[src/fdlm_pkg.sv]
// shared types and constants for the fir delay line mac block
// no dependencies

package fdlm_pkg;

    localparam int SAMPLE_W = 16;
    localparam int COEFF_W  = 16;
    localparam int PROD_W   = 32;
    // eight products of 16x16 bits sum exactly in 35 bits
    localparam int ACC_W    = 35;
    localparam int FRAC_W   = 15;
    localparam int POS_W    = 3;
    localparam int NCOEFF   = 8;

    localparam logic MODE_PUSH  = 1'b0;
    localparam logic MODE_CLEAR = 1'b1;

    // control for one delay line cell
    typedef struct packed {
        logic advance;  // take the neighbor's sample
        logic clear;    // zero the cell
    } cell_ctrl_t;

    // control for the multiply-accumulate unit
    typedef struct packed {
        logic start;    // zero the accumulator
        logic mul_en;   // form one product
    } mac_ctrl_t;

endpackage

[src/fdlm_cell.sv]
// one cell of the delay line: holds one sample and hands it to the next cell
// depends on fdlm_pkg

module fdlm_cell (
    input  logic                                aclk,
    input  logic                                aresetn,
    input  fdlm_pkg::cell_ctrl_t                ctrl,
    input  logic signed [fdlm_pkg::SAMPLE_W-1:0] d_in,
    output logic signed [fdlm_pkg::SAMPLE_W-1:0] q_out
);

    logic signed [fdlm_pkg::SAMPLE_W-1:0] sample_reg;
    logic signed [fdlm_pkg::SAMPLE_W-1:0] sample_next;

    always_comb begin
        sample_next = sample_reg;
        if (ctrl.clear) begin
            sample_next = '0;
        end else if (ctrl.advance) begin
            sample_next = d_in;
        end
    end

    always_ff @(posedge aclk) begin
        if (!aresetn) begin
            sample_reg <= '0;
        end else begin
            sample_reg <= sample_next;
        end
    end

    assign q_out = sample_reg;

endmodule

[src/fdlm_mac.sv]
// multiply-accumulate unit with q1.15 scaling and 16 bit saturation
// depends on fdlm_pkg

module fdlm_mac (
    input  logic                                 aclk,
    input  logic                                 aresetn,
    input  fdlm_pkg::mac_ctrl_t                  ctrl,
    input  logic signed [fdlm_pkg::SAMPLE_W-1:0] sample,
    input  logic signed [fdlm_pkg::COEFF_W-1:0]  coeff,
    output logic signed [fdlm_pkg::SAMPLE_W-1:0] filter_out,
    output logic                                 saturated
);

    localparam int Q_W = fdlm_pkg::ACC_W - fdlm_pkg::FRAC_W;

    logic signed [fdlm_pkg::PROD_W-1:0] prod_reg;
    logic signed [fdlm_pkg::PROD_W-1:0] prod_next;
    logic                               prod_vld_reg;
    logic signed [fdlm_pkg::ACC_W-1:0]  acc_reg;
    logic signed [fdlm_pkg::ACC_W-1:0]  acc_next;
    logic signed [Q_W-1:0]              q;
    logic                               sat_hi;
    logic                               sat_lo;

    assign prod_next = sample * coeff;

    always_comb begin
        acc_next = acc_reg;
        if (ctrl.start) begin
            acc_next = '0;
        end else if (prod_vld_reg) begin
            acc_next = acc_reg
                + {{(fdlm_pkg::ACC_W - fdlm_pkg::PROD_W){prod_reg[fdlm_pkg::PROD_W-1]}},
                   prod_reg};
        end
    end

    always_ff @(posedge aclk) begin
        if (!aresetn) begin
            prod_vld_reg <= 1'b0;
            acc_reg      <= '0;
        end else begin
            prod_vld_reg <= ctrl.mul_en;
            acc_reg      <= acc_next;
        end
    end

    always_ff @(posedge aclk) begin
        if (ctrl.mul_en) begin
            prod_reg <= prod_next;
        end
    end

    // arithmetic shift floors toward minus infinity
    assign q      = acc_reg[fdlm_pkg::ACC_W-1:fdlm_pkg::FRAC_W];
    assign sat_hi = !q[Q_W-1] && (|q[Q_W-2:fdlm_pkg::SAMPLE_W-1]);
    assign sat_lo = q[Q_W-1] && !(&q[Q_W-2:fdlm_pkg::SAMPLE_W-1]);

    always_comb begin
        priority if (sat_hi) begin
            filter_out = {1'b0, {(fdlm_pkg::SAMPLE_W-1){1'b1}}};
        end else if (sat_lo) begin
            filter_out = {1'b1, {(fdlm_pkg::SAMPLE_W-1){1'b0}}};
        end else begin
            filter_out = q[fdlm_pkg::SAMPLE_W-1:0];
        end
    end

    assign saturated = sat_hi || sat_lo;

endmodule

[src/fir_delay_line_mac_core.sv]
// top level of the fir delay line mac: cell chain, mac unit, apb registers, stream ports
// depends on fdlm_pkg, fdlm_cell, fdlm_mac

// Direct-form FIR over a delay line of TAPS sample cells, newest sample in the
// first cell. A push transaction shifts the sample into the chain; the chain
// then rotates once per cycle past a single 16x16 multiplier, so one tap is
// multiplied and accumulated per cycle. After the rotation in ST_MAC, ST_DRAIN
// drains the pipelined accumulate and ST_DONE loads the result into the output
// register; the block then returns to ST_IDLE to accept the next item. A clear
// transaction goes from acceptance straight to ST_DONE. A result that waits in
// a full output register holds either kind of transaction in ST_DONE.
// The result register lets the next item be accepted while the previous
// result waits. The lagged value is captured from the chain tail as the
// requested position passes by. Coefficients are written through the APB port
// at byte address 4*k and should only change while idle.

module fir_delay_line_mac_core #(
    parameter int TAPS = 8
) (
    input  logic        aclk,
    input  logic        aresetn,
    // s_tdata: sample [15:0], read_position [18:16], zero [23:19]
    input  logic [23:0] s_tdata,
    // s_tuser: mode [0]
    input  logic        s_tuser,
    input  logic        s_tvalid,
    output logic        s_tready,
    // m_tdata: filter_out [15:0], lagged_value [31:16]
    output logic [31:0] m_tdata,
    // m_tuser: saturated [0]
    output logic        m_tuser,
    output logic        m_tvalid,
    input  logic        m_tready,
    input  logic        psel,
    input  logic        penable,
    input  logic        pwrite,
    input  logic [4:0]  paddr,
    input  logic [31:0] pwdata,
    output logic [31:0] prdata,
    output logic        pready
);

    typedef enum logic [3:0] {
        ST_IDLE  = 4'b0001,
        ST_MAC   = 4'b0010,
        ST_DRAIN = 4'b0100,
        ST_DONE  = 4'b1000
    } state_t;

    localparam int SW = fdlm_pkg::SAMPLE_W;
    localparam int PW = fdlm_pkg::POS_W;

    // lag position wraps modulo TAPS; table over the eight codes
    function automatic logic [PW-1:0] wrap_pos(input logic [PW-1:0] p);
        logic [PW-1:0] r;
        r = '0;
        for (int i = 0; i < (1 << PW); i++) begin
            if (p == PW'(i)) begin
                r = PW'(i % TAPS);
            end
        end
        return r;
    endfunction

    state_t state_reg, state_next;
    logic [PW-1:0] cnt_reg, cnt_next;
    logic [PW-1:0] rpos_reg;
    logic signed [fdlm_pkg::COEFF_W-1:0] coeff_reg [fdlm_pkg::NCOEFF];
    logic signed [SW-1:0] lag_reg;
    logic [31:0] m_tdata_reg;
    logic        m_tuser_reg;
    logic        m_tvalid_reg;

    logic                 in_acc;
    logic                 in_push;
    logic                 in_clear;
    logic                 out_free;
    logic                 cfg_wr;
    fdlm_pkg::cell_ctrl_t cell_ctrl;
    fdlm_pkg::mac_ctrl_t  mac_ctrl;
    logic signed [SW-1:0] cell_q [TAPS];
    logic signed [SW-1:0] cell_d [TAPS];
    logic signed [SW-1:0] tail;
    logic [PW-1:0]        coeff_sel;
    logic signed [SW-1:0] filter_out;
    logic                 saturated;

    assign s_tready = (state_reg == ST_IDLE);
    assign in_acc   = s_tvalid && s_tready;
    assign in_push  = in_acc && (s_tuser == fdlm_pkg::MODE_PUSH);
    assign in_clear = in_acc && (s_tuser == fdlm_pkg::MODE_CLEAR);
    assign out_free = !m_tvalid_reg || m_tready;
    assign tail     = cell_q[TAPS-1];

    // ring: cell 0 takes the new sample on push, the tail while rotating
    assign cell_ctrl.advance = in_push || (state_reg == ST_MAC);
    assign cell_ctrl.clear   = in_clear;

    generate
        for (genvar k = 0; k < TAPS; k++) begin : g_cell
            if (k == 0) begin : g_head
                assign cell_d[k] = (state_reg == ST_MAC) ? tail : $signed(s_tdata[SW-1:0]);
            end else begin : g_body
                assign cell_d[k] = cell_q[k-1];
            end
            fdlm_cell u_cell (
                .aclk    (aclk),
                .aresetn (aresetn),
                .ctrl    (cell_ctrl),
                .d_in    (cell_d[k]),
                .q_out   (cell_q[k])
            );
        end
    endgenerate

    // step j sees the sample at lag position j, weighted by coeff TAPS-1-j
    assign coeff_sel       = PW'(TAPS - 1) - cnt_reg;
    assign mac_ctrl.start  = in_acc;
    assign mac_ctrl.mul_en = (state_reg == ST_MAC);

    fdlm_mac u_mac (
        .aclk       (aclk),
        .aresetn    (aresetn),
        .ctrl       (mac_ctrl),
        .sample     (tail),
        .coeff      (coeff_reg[coeff_sel]),
        .filter_out (filter_out),
        .saturated  (saturated)
    );

    always_comb begin
        state_next = state_reg;
        cnt_next   = cnt_reg;
        unique case (state_reg)
            ST_IDLE: begin
                cnt_next = '0;
                if (in_push) begin
                    state_next = ST_MAC;
                end else if (in_clear) begin
                    state_next = ST_DONE;
                end
            end
            ST_MAC: begin
                cnt_next = cnt_reg + 1'b1;
                if (cnt_reg == PW'(TAPS - 1)) begin
                    state_next = ST_DRAIN;
                end
            end
            ST_DRAIN: begin
                state_next = ST_DONE;
            end
            ST_DONE: begin
                if (out_free) begin
                    state_next = ST_IDLE;
                end
            end
            default: begin
                state_next = ST_IDLE;
            end
        endcase
    end

    always_ff @(posedge aclk) begin
        if (!aresetn) begin
            state_reg    <= ST_IDLE;
            cnt_reg      <= '0;
            m_tvalid_reg <= 1'b0;
        end else begin
            state_reg <= state_next;
            cnt_reg   <= cnt_next;
            if ((state_reg == ST_DONE) && out_free) begin
                m_tvalid_reg <= 1'b1;
            end else if (m_tready) begin
                m_tvalid_reg <= 1'b0;
            end
        end
    end

    always_ff @(posedge aclk) begin
        if (in_acc) begin
            rpos_reg <= wrap_pos(s_tdata[SW+PW-1:SW]);
        end
        if (in_clear) begin
            lag_reg <= '0;
        end else if ((state_reg == ST_MAC) && (cnt_reg == rpos_reg)) begin
            lag_reg <= tail;
        end
        if ((state_reg == ST_DONE) && out_free) begin
            m_tdata_reg <= {lag_reg, filter_out};
            m_tuser_reg <= saturated;
        end
    end

    assign m_tdata  = m_tdata_reg;
    assign m_tuser  = m_tuser_reg;
    assign m_tvalid = m_tvalid_reg;

    // apb register file
    assign pready = 1'b1;
    assign cfg_wr = psel && penable && pwrite && pready;

    always_ff @(posedge aclk) begin
        if (!aresetn) begin
            for (int i = 0; i < fdlm_pkg::NCOEFF; i++) begin
                coeff_reg[i] <= '0;
            end
        end else if (cfg_wr) begin
            coeff_reg[paddr[4:2]] <= pwdata[fdlm_pkg::COEFF_W-1:0];
        end
    end

    assign prdata = {{(32 - fdlm_pkg::COEFF_W){1'b0}}, coeff_reg[paddr[4:2]]};

    a_onehot_state : assert property (@(posedge aclk) disable iff (!aresetn)
        $onehot(state_reg))
        else $error("state register not one-hot");

    a_push_starts_mac : assert property (@(posedge aclk) disable iff (!aresetn)
        in_push |=> (state_reg == ST_MAC) && (cnt_reg == '0))
        else $error("push did not start the tap sweep");

    a_clear_zeroes_chain : assert property (@(posedge aclk) disable iff (!aresetn)
        in_clear |=> (cell_q[0] == '0) && (tail == '0) && (lag_reg == '0))
        else $error("clear did not zero the delay line");

    a_cnt_in_range : assert property (@(posedge aclk) disable iff (!aresetn)
        (state_reg == ST_MAC) |-> (cnt_reg <= PW'(TAPS - 1)))
        else $error("tap counter beyond TAPS");

    a_result_only_when_free : assert property (@(posedge aclk) disable iff (!aresetn)
        (m_tvalid && !m_tready) |=> $stable(m_tdata) || (state_reg == ST_IDLE))
        else $error("pending result overwritten");

endmodule

[config.mk]
export PLATFORM = sky130hd
export DESIGN_NAME = fir_delay_line_mac_core
export DESIGN_NICKNAME = d
export VERILOG_FILES = /design/src/fdlm_pkg.sv /design/src/fdlm_cell.sv /design/src/fdlm_mac.sv /design/src/fir_delay_line_mac_core.sv
export SDC_FILE = /design/constraint.sdc
export NUM_CORES = 1
export LEC_CHECK = 0
export BUFFER_PORTS_ARGS = -buffer_cell sky130_fd_sc_hd__buf_4
export CORE_UTILIZATION = 55
export CTS_BUF_LIST = sky130_fd_sc_hd__clkbuf_8
export DETAILED_ROUTE_END_ITERATION = 8
export PLACE_DENSITY_LB_ADDON = 0.12
export SLEW_MARGIN = 15
export SYNTH_ARGS = -nofsm -noshare
export SYNTH_HDL_FRONTEND = slang
export SYNTH_SLANG_ARGS = --single-unit
export TNS_END_PERCENT = 10
[constraint.sdc]
create_clock -name aclk -period 6.8 [get_ports aclk]
set_clock_uncertainty 0.2 [all_clocks]
set_input_delay 1.7 -clock aclk [delete_from_list [all_inputs] [get_ports aclk]]
set_output_delay 1.7 -clock aclk [all_outputs]
set_load 0.03 [all_outputs]
== Word-level counts from Yosys, hierarchy flattened ==
Memories as Yosys holds them, arrays and structs flattened.
Index checks and enable logic that the tools add are counted.
Operators by class
  add/sub/neg operators: 3
  $mul: 1
  equality and inequality tests: 16
  muxes and demuxes: 23
  bitwise logic cells: 2
  reductions and logical operators: 25
Operators with widths (number)
  16-bit two-way mux: 3
  35-bit adder: 1
  16-bit by 16-bit multiplier with 32-bit output: 1
  4-bit two-way mux: 4
  4-bit case mux with 4 select lines: 1
  16-bit OR reduction: 1
  3-bit == test, second input constant: 5
  1-bit logical AND: 9
  1-bit two-way mux: 9
  3-bit two-way mux: 3
  4-bit OR reduction: 2
  3-bit by 2-bit == test with 1-bit output, second input constant: 2
  3-bit case mux with 2 select lines: 1
  2-bit OR reduction: 3
  4-bit by 1-bit == test with 1-bit output, second input constant: 1
  4-bit by 2-bit == test with 1-bit output, second input constant: 1
  4-bit by 3-bit == test with 1-bit output, second input constant: 1
  4-bit == test, second input constant: 1
  2-bit two-way mux: 2
  2-bit inequality test, second input constant: 2
  4-bit AND reduction: 1
  2-bit nonzero test: 2
  3-bit by 1-bit adder with 3-bit output, second input constant: 1
  3-bit by 1-bit == test with 1-bit output, second input constant: 1
  7 further kinds: 12
Storage, ports and cells
  register bits: 256
  bits in writable memories: 128
  output and inout port bits: 68
  logic and storage cells: 92
  memories: 1
Memory list
  coeff_reg: words 8, bits a word 16, rd ports 2, clocked after memory_dff 0, write ports 8, line fir_delay_line_mac_core.sv:68  | logic signed [fdlm_pkg::COEFF_W-1:0] coeff_reg [fdlm_pkg::NCOEFF];

== Logic depth before layout (Yosys ltp) ==
  depth after elaboration: 7
  mapped depth: 28
  depth with buffers taken out: 25

== Modules after synthesis ==
From an unflattened synthesis, not the netlist that was laid out.
Unflattened totals
  cells, all modules: 2641
  area total of the unflattened synthesis: 28061.9 um^2
By module, submodules not included
  fdlm_mac: times used 1, cells an instance 1518, area each 13973.4 um^2
  fir_delay_line_mac_core: times used 1, cells an instance 699, area each 9334.0 um^2
  fdlm_cell: times used 8, cells an instance 53, area each 594.3 um^2

== Worst setup path after synthesis ==
Ideal clock, no wire load.
  path type: reg-to-reg
  start point: reg cnt_reg[0]
  end point: reg u_mac.prod_reg[28] in the netlist's numbering, data pin
  library setup time: 0.259 ns
  data arrival time: 6.880 ns
  setup slack: -0.539 ns
  stages on the path, launching flop included: 26
  path buffers: 3
  clock period less this slack: 7.339 ns
  cells stage by stage: dfxtp_1 -> buf_2 -> buf_2 -> mux4_2 -> mux2i_1 -> clkbuf_1 -> nor2b_1 -> fa_1 -> inv_1 -> fa_1 -> fa_1 -> inv_1 -> fa_1 -> fa_1 -> inv_1 -> fa_1 -> inv_1 -> ha_1 -> and3_1 -> nand3_1 -> o211a_1 -> o21a_1 -> o2111ai_1 -> a31o_2 -> nor4_1 -> a211o_1
Between the ends
  cells in the longest elaborated chain, start to end: 3
RTL lines
  start, declared: line fir_delay_line_mac_core.sv:66  | logic [PW-1:0] cnt_reg, cnt_next;
  start signal, assigned: line fir_delay_line_mac_core.sv:170  | cnt_reg <= cnt_next;
  3-bit subtractor: line fir_delay_line_mac_core.sv:117  | assign coeff_sel = PW'(TAPS - 1) - cnt_reg;
  memory 8 x 16 bit
  16-bit by 16-bit multiplier with 32-bit output: line fdlm_mac.sv:25  | assign prod_next = sample * coeff;
  net u_mac.prod_next, one bit: line fdlm_mac.sv:17  | logic signed [fdlm_pkg::PROD_W-1:0] prod_next;
  end signal, assigned: line fdlm_mac.sv:50  | prod_reg <= prod_next;
  end, declared: line fdlm_mac.sv:16  | logic signed [fdlm_pkg::PROD_W-1:0] prod_reg;
The timed path passes the listed nets, and every way through them passes these cells.
A chain may end at the register's enable or synchronous reset.

== Worst setup path after layout ==
Same ends and word-level chain as after synthesis.

==> impl_metrics.xml <==
<?xml version="1.0" encoding="UTF-8"?>
<metrics>
  <group name="synthesis">
    <metric name="synth_top_family_by_area" unit="">adder cells</metric>
    <metric name="synth-main-ff-cell" unit="">edfxtp_1</metric>
    <metric name="synth-compound-area-share" unit="%">9.386</metric>
    <metric name="synth-simple-area-share" unit="%">15.91</metric>
    <metric name="yosys_warnings" unit="">0</metric>
    <metric name="instance_count_of_the_mapped_netlist" unit="">2731</metric>
    <metric name="number_of_synthesized_flops_with_an_enable_pin" unit="">196</metric>
    <metric name="synth_area" unit="mm2">0.02725</metric>
    <metric name="post_synth_xor_area_fraction" unit="%">1.961</metric>
    <metric name="yosysSeqAreaShare" unit="%">35.41</metric>
    <metric name="synth.most_common_cell" unit="">nand2_1</metric>
    <metric name="synth_cell_types" unit="">73</metric>
    <metric name="ys_top_cells_by_area" unit="">edfxtp_1, fa_1, dfxtp_1</metric>
    <metric name="share_of_the_synthesized_area_in_the_top_cell_type" unit="%">21.60</metric>
    <metric name="synth-async-reset-ratio" unit="%">0</metric>
    <metric name="yosys.area_share.adder" unit="%">24.74</metric>
    <metric name="synth_top_cell_by_area" unit="">edfxtp_1</metric>
    <metric name="synth.top_cells.by_count" unit="">nand2_1, inv_1, fa_1, edfxtp_1, dfxtp_1</metric>
    <metric name="avgSynthCellArea" unit="um2">9.977</metric>
    <metric name="synth.area.mux_share" unit="%">5.166</metric>
    <metric name="ys_ff_latch" unit="">384</metric>
  </group>
  <group name="worst_setup_path">
    <metric name="critical_path.cell_chain" unit="">buf_12 &gt; buf_4 &gt; mux4_2 &gt; mux2_4 &gt; buf_4 &gt; nand2_1 &gt; fa_1 &gt; fa_1 &gt; inv_1 &gt; fa_1 &gt; fa_1 &gt; fa_1 &gt; inv_1 &gt; fa_1 &gt; inv_1 &gt; ha_4 &gt; and3_4 &gt; nand3_2 &gt; o211a_1 &gt; o21a_1 &gt; o2111ai_2 &gt; a31o_2 &gt; nor4_1 &gt; a211o_1</metric>
    <metric name="critical_path.reg2reg.startpoint" unit="">cnt_reg[0]</metric>
    <metric name="worst_setup_path_end_kind" unit="">register</metric>
    <metric name="worst-setup-path-type" unit="">register to register</metric>
    <metric name="worst-path-max-fanout" unit="">8</metric>
    <metric name="cp-startpoint" unit="">cnt_reg[0]</metric>
    <metric name="reg2reg_slack" unit="ns">-0.31</metric>
    <metric name="critPathLaunchType" unit="">register</metric>
    <metric name="cpPeakStageDelay" unit="ns">0.55</metric>
    <metric name="worst_ep_required_time" unit="ns">6.96</metric>
    <metric name="cp_common_cell" unit="">fa_1</metric>
    <metric name="crit_arrival" unit="ns">7.28</metric>
    <metric name="critical_path.slowest_cell" unit="">fa_1</metric>
  </group>
  <group name="clocking">
    <metric name="worst_skew_pair_later_pin_latency" unit="ns">0.67</metric>
    <metric name="cts_tree" unit="">yes</metric>
    <metric name="cts_num_sinks" unit="">384</metric>
    <metric name="ctsLongestPathBuffers" unit="">3</metric>
    <metric name="holdBufCountCts" unit="">0</metric>
    <metric name="ctsRootBufferMaster" unit="">clkbuf_8</metric>
    <metric name="cts_htree_levels" unit="">3</metric>
    <metric name="clk_pin_slew" unit="ns">0.06</metric>
    <metric name="cts_buffers" unit="">67</metric>
  </group>
  <group name="power">
    <metric name="fin_total_pwr" unit="mW">5.437</metric>
    <metric name="comb_power_share" unit="%">13.2</metric>
    <metric name="irDropWorstVdd" unit="V">0.0002481</metric>
    <metric name="intPower" unit="mW">3.954</metric>
    <metric name="p_switching" unit="mW">1.483</metric>
    <metric name="clkPwrFrac" unit="%">39.6</metric>
    <metric name="pwr-share-seq" unit="%">47.2</metric>
    <metric name="power-per-cell-area" unit="mW/mm2">171.3</metric>
    <metric name="power_leakage" unit="nW">14.23</metric>
    <metric name="p_sw_share" unit="%">27.28</metric>
  </group>
  <group name="route">
    <metric name="drtAntennaViolNets" unit="">0</metric>
    <metric name="drt_pass1_iterations" unit="">8</metric>
    <metric name="detailroute.via_count" unit="">20280</metric>
    <metric name="vias_per_cell" unit="">5.542</metric>
    <metric name="initialDrtViolationCount" unit="">1312</metric>
    <metric name="drt-total-wl" unit="mm">67.21</metric>
    <metric name="avgRoutedWirePerCell" unit="um">18.37</metric>
    <metric name="drc_errors" unit="">0</metric>
  </group>
  <group name="cells_and_area">
    <metric name="synthToLayoutAreaGrowth" unit="%">16.50</metric>
    <metric name="share_of_layout_cells_above_drive_strength_1" unit="%">17.70</metric>
    <metric name="finish.net_count" unit="">3396</metric>
    <metric name="filler_instances" unit="">3931</metric>
    <metric name="fin_area" unit="mm2">0.03174</metric>
  </group>
  <group name="sta">
    <metric name="timing.slew.headroom" unit="%">27.31</metric>
    <metric name="max_slew.worst_pin.slew" unit="ns">1.088</metric>
    <metric name="finalSetupViolCount" unit="">12</metric>
    <metric name="finalCriticalPeriod" unit="ns">7.113</metric>
    <metric name="timing_hold_violations_final" unit="">0</metric>
    <metric name="worst_slack" unit="ns">-0.3131</metric>
    <metric name="max_clock_freq" unit="GHz">0.1406</metric>
    <metric name="rsz0062_at_grt" unit="">yes</metric>
    <metric name="maxSlewViolCount" unit="">0</metric>
    <metric name="timing.final.crit_share" unit="%">104.6</metric>
    <metric name="fin_worst_hold_slack" unit="ns">0.1954</metric>
  </group>
  <group name="grt">
    <metric name="gr-total-overflow" unit="">0</metric>
    <metric name="met3_usage" unit="%">5.121</metric>
    <metric name="use_met1" unit="%">34.89</metric>
    <metric name="global_route.usage.total" unit="%">27.36</metric>
    <metric name="first_global_vias" unit="">20600</metric>
    <metric name="grt_first_pass_wirelength" unit="mm">107.0</metric>
    <metric name="gr-usage-met2" unit="%">44.82</metric>
    <metric name="grt_max_degree" unit="">83</metric>
    <metric name="initial_antenna_violation_count" unit="">1</metric>
    <metric name="busiest_layer" unit="">met2</metric>
  </group>
  <group name="status">
    <metric name="outcome" unit="">complete, but fails checks</metric>
    <metric name="failed_checks" unit="">negative setup slack</metric>
  </group>
  <group name="placement">
    <metric name="hpwl" unit="mm">47.47</metric>
    <metric name="dp_slack" unit="ns">-0.5763</metric>
    <metric name="placed_area" unit="mm2">0.02985</metric>
    <metric name="port_buffers" unit="">96</metric>
    <metric name="globalplace.congestion" unit="">0.8882</metric>
  </group>
  <group name="die">
    <metric name="chipWidth" unit="um">224.6</metric>
    <metric name="ioPinCount" unit="">137</metric>
    <metric name="die-height" unit="um">224.6</metric>
    <metric name="initial_core_util" unit="%">55.66</metric>
    <metric name="fp.dieArea" unit="mm2">0.05043</metric>
    <metric name="core.rowCount" unit="">81</metric>
    <metric name="core" unit="mm2">0.04895</metric>
  </group>
  <group name="hold_path">
    <metric name="min_path_type" unit="">register to register</metric>
    <metric name="min_from" unit="">lag_reg[14]</metric>
  </group>
  <group name="flow_run">
    <metric name="cap_viol_max_count" unit="">0</metric>
  </group>
</metrics>
## layout by cell type, fill, tap and decap left out, drive strengths merged, types with 5 or more instances in the layout
cell type / n
buf: 312
and3: 134
ha: 118
a21o: 37
nand4: 22
or2: 7
conb: 17
nand2: 386
clkinv: 13
a211oi: 27
mux2i: 57
nor4: 5
nand3: 20
a31oi: 6
and2: 48
or3: 6
mux4: 32
a21oi: 171
nor3b: 6
o21bai: 8
xor2: 15
o21ai: 44
dfxtp: 188
a22oi: 66
a31o: 5
o211ai: 6
nand2b: 29
mux2: 12
clkbuf: 76
inv: 354
edfxtp: 196
o22ai: 5
xnor2: 46
nor2: 103
nand3b: 5
fa: 263
nor3: 16
nor2b: 87
## metal layers
metal | part of all wire [%] | vias to the layer above
met5 | 0 | -
met4 | 4.3 | 0
met3 | 6.1 | 160
met2 | 49 | 608
met1 | 41 | 10020
li1 | - | 9491
## final timing paths
path,end,cells past startpoint
max reg2reg,u_mac.prod_reg[28],24
min,m_tdata[30],0
min reg2reg,m_tdata[30],0
max,u_mac.prod_reg[28],24
## timing repair
action	CTS	global route
pin swaps	40	15
gates resized for setup	51	21
endpoints found under the setup margin	17	18
setup buffers	17	1
cloned	4	0
## kinds of logic after synthesis
| logic type | count (synthesis) |
|---|---|
| AOI/OAI and AO/OA | 403 |
| xor gates and xnor gates | 61 |
| adders and majority gates | 381 |
| buffers and inverters | 515 |
| DFF | 384 |
| muxes | 99 |
| other | 2 |
| and+or+nand+nor | 886 |
## cell type report
type | instances | area, um2 | area share, %
multi-input combinational | 1849 | 16040 | 50.54
sequential | 384 | 9653 | 30.41
timing repair buffer | 313 | 2619 | 8.250
inverter | 331 | 1242 | 3.914
clock buffer | 76 | 1046 | 3.295
tap | 664 | 830.8 | 2.617
clock inverter | 41 | 307.8 | 0.9696
antenna | 1 | 2.502 | 0.007883
## critical path, delay by kind of cell (launching register included)
kind | cells | cell delay [ns]
AOI/OAI and AO/OA | 5 | 1.14
adders and majority gates | 7 | 3.18
buffers and inverters | 6 | 0.61
DFF | 1 | 0.38
muxes | 2 | 0.87
and+or+nand+nor | 4 | 0.42
## power by group through the flow
| stage | Clock, mW | Sequential, mW | Combinational, mW |
|---|---|---|---|
| floorplan | 0 | 2.62 | 0.409 |
| global placement | 0 | 2.61 | 0.670 |
| detailed placement | 0 | 2.61 | 0.680 |
| CTS | 2.20 | 2.57 | 0.704 |
| global route | 2.29 | 2.57 | 0.773 |
| finish | 2.15 | 2.56 | 0.718 |
## per-stage QoR
step	cells	utilization, %	TNS (ns)
floorplan	2746	-	-0.001615
global placement	3517	60.98	-3.077
detailed placement	3517	60.98	-4.462
CTS	3655	64.58	-1.891
global route	3659	64.85	-5.350
finish	3659	64.85	-2.071
(Power assumes the default switching activity.)
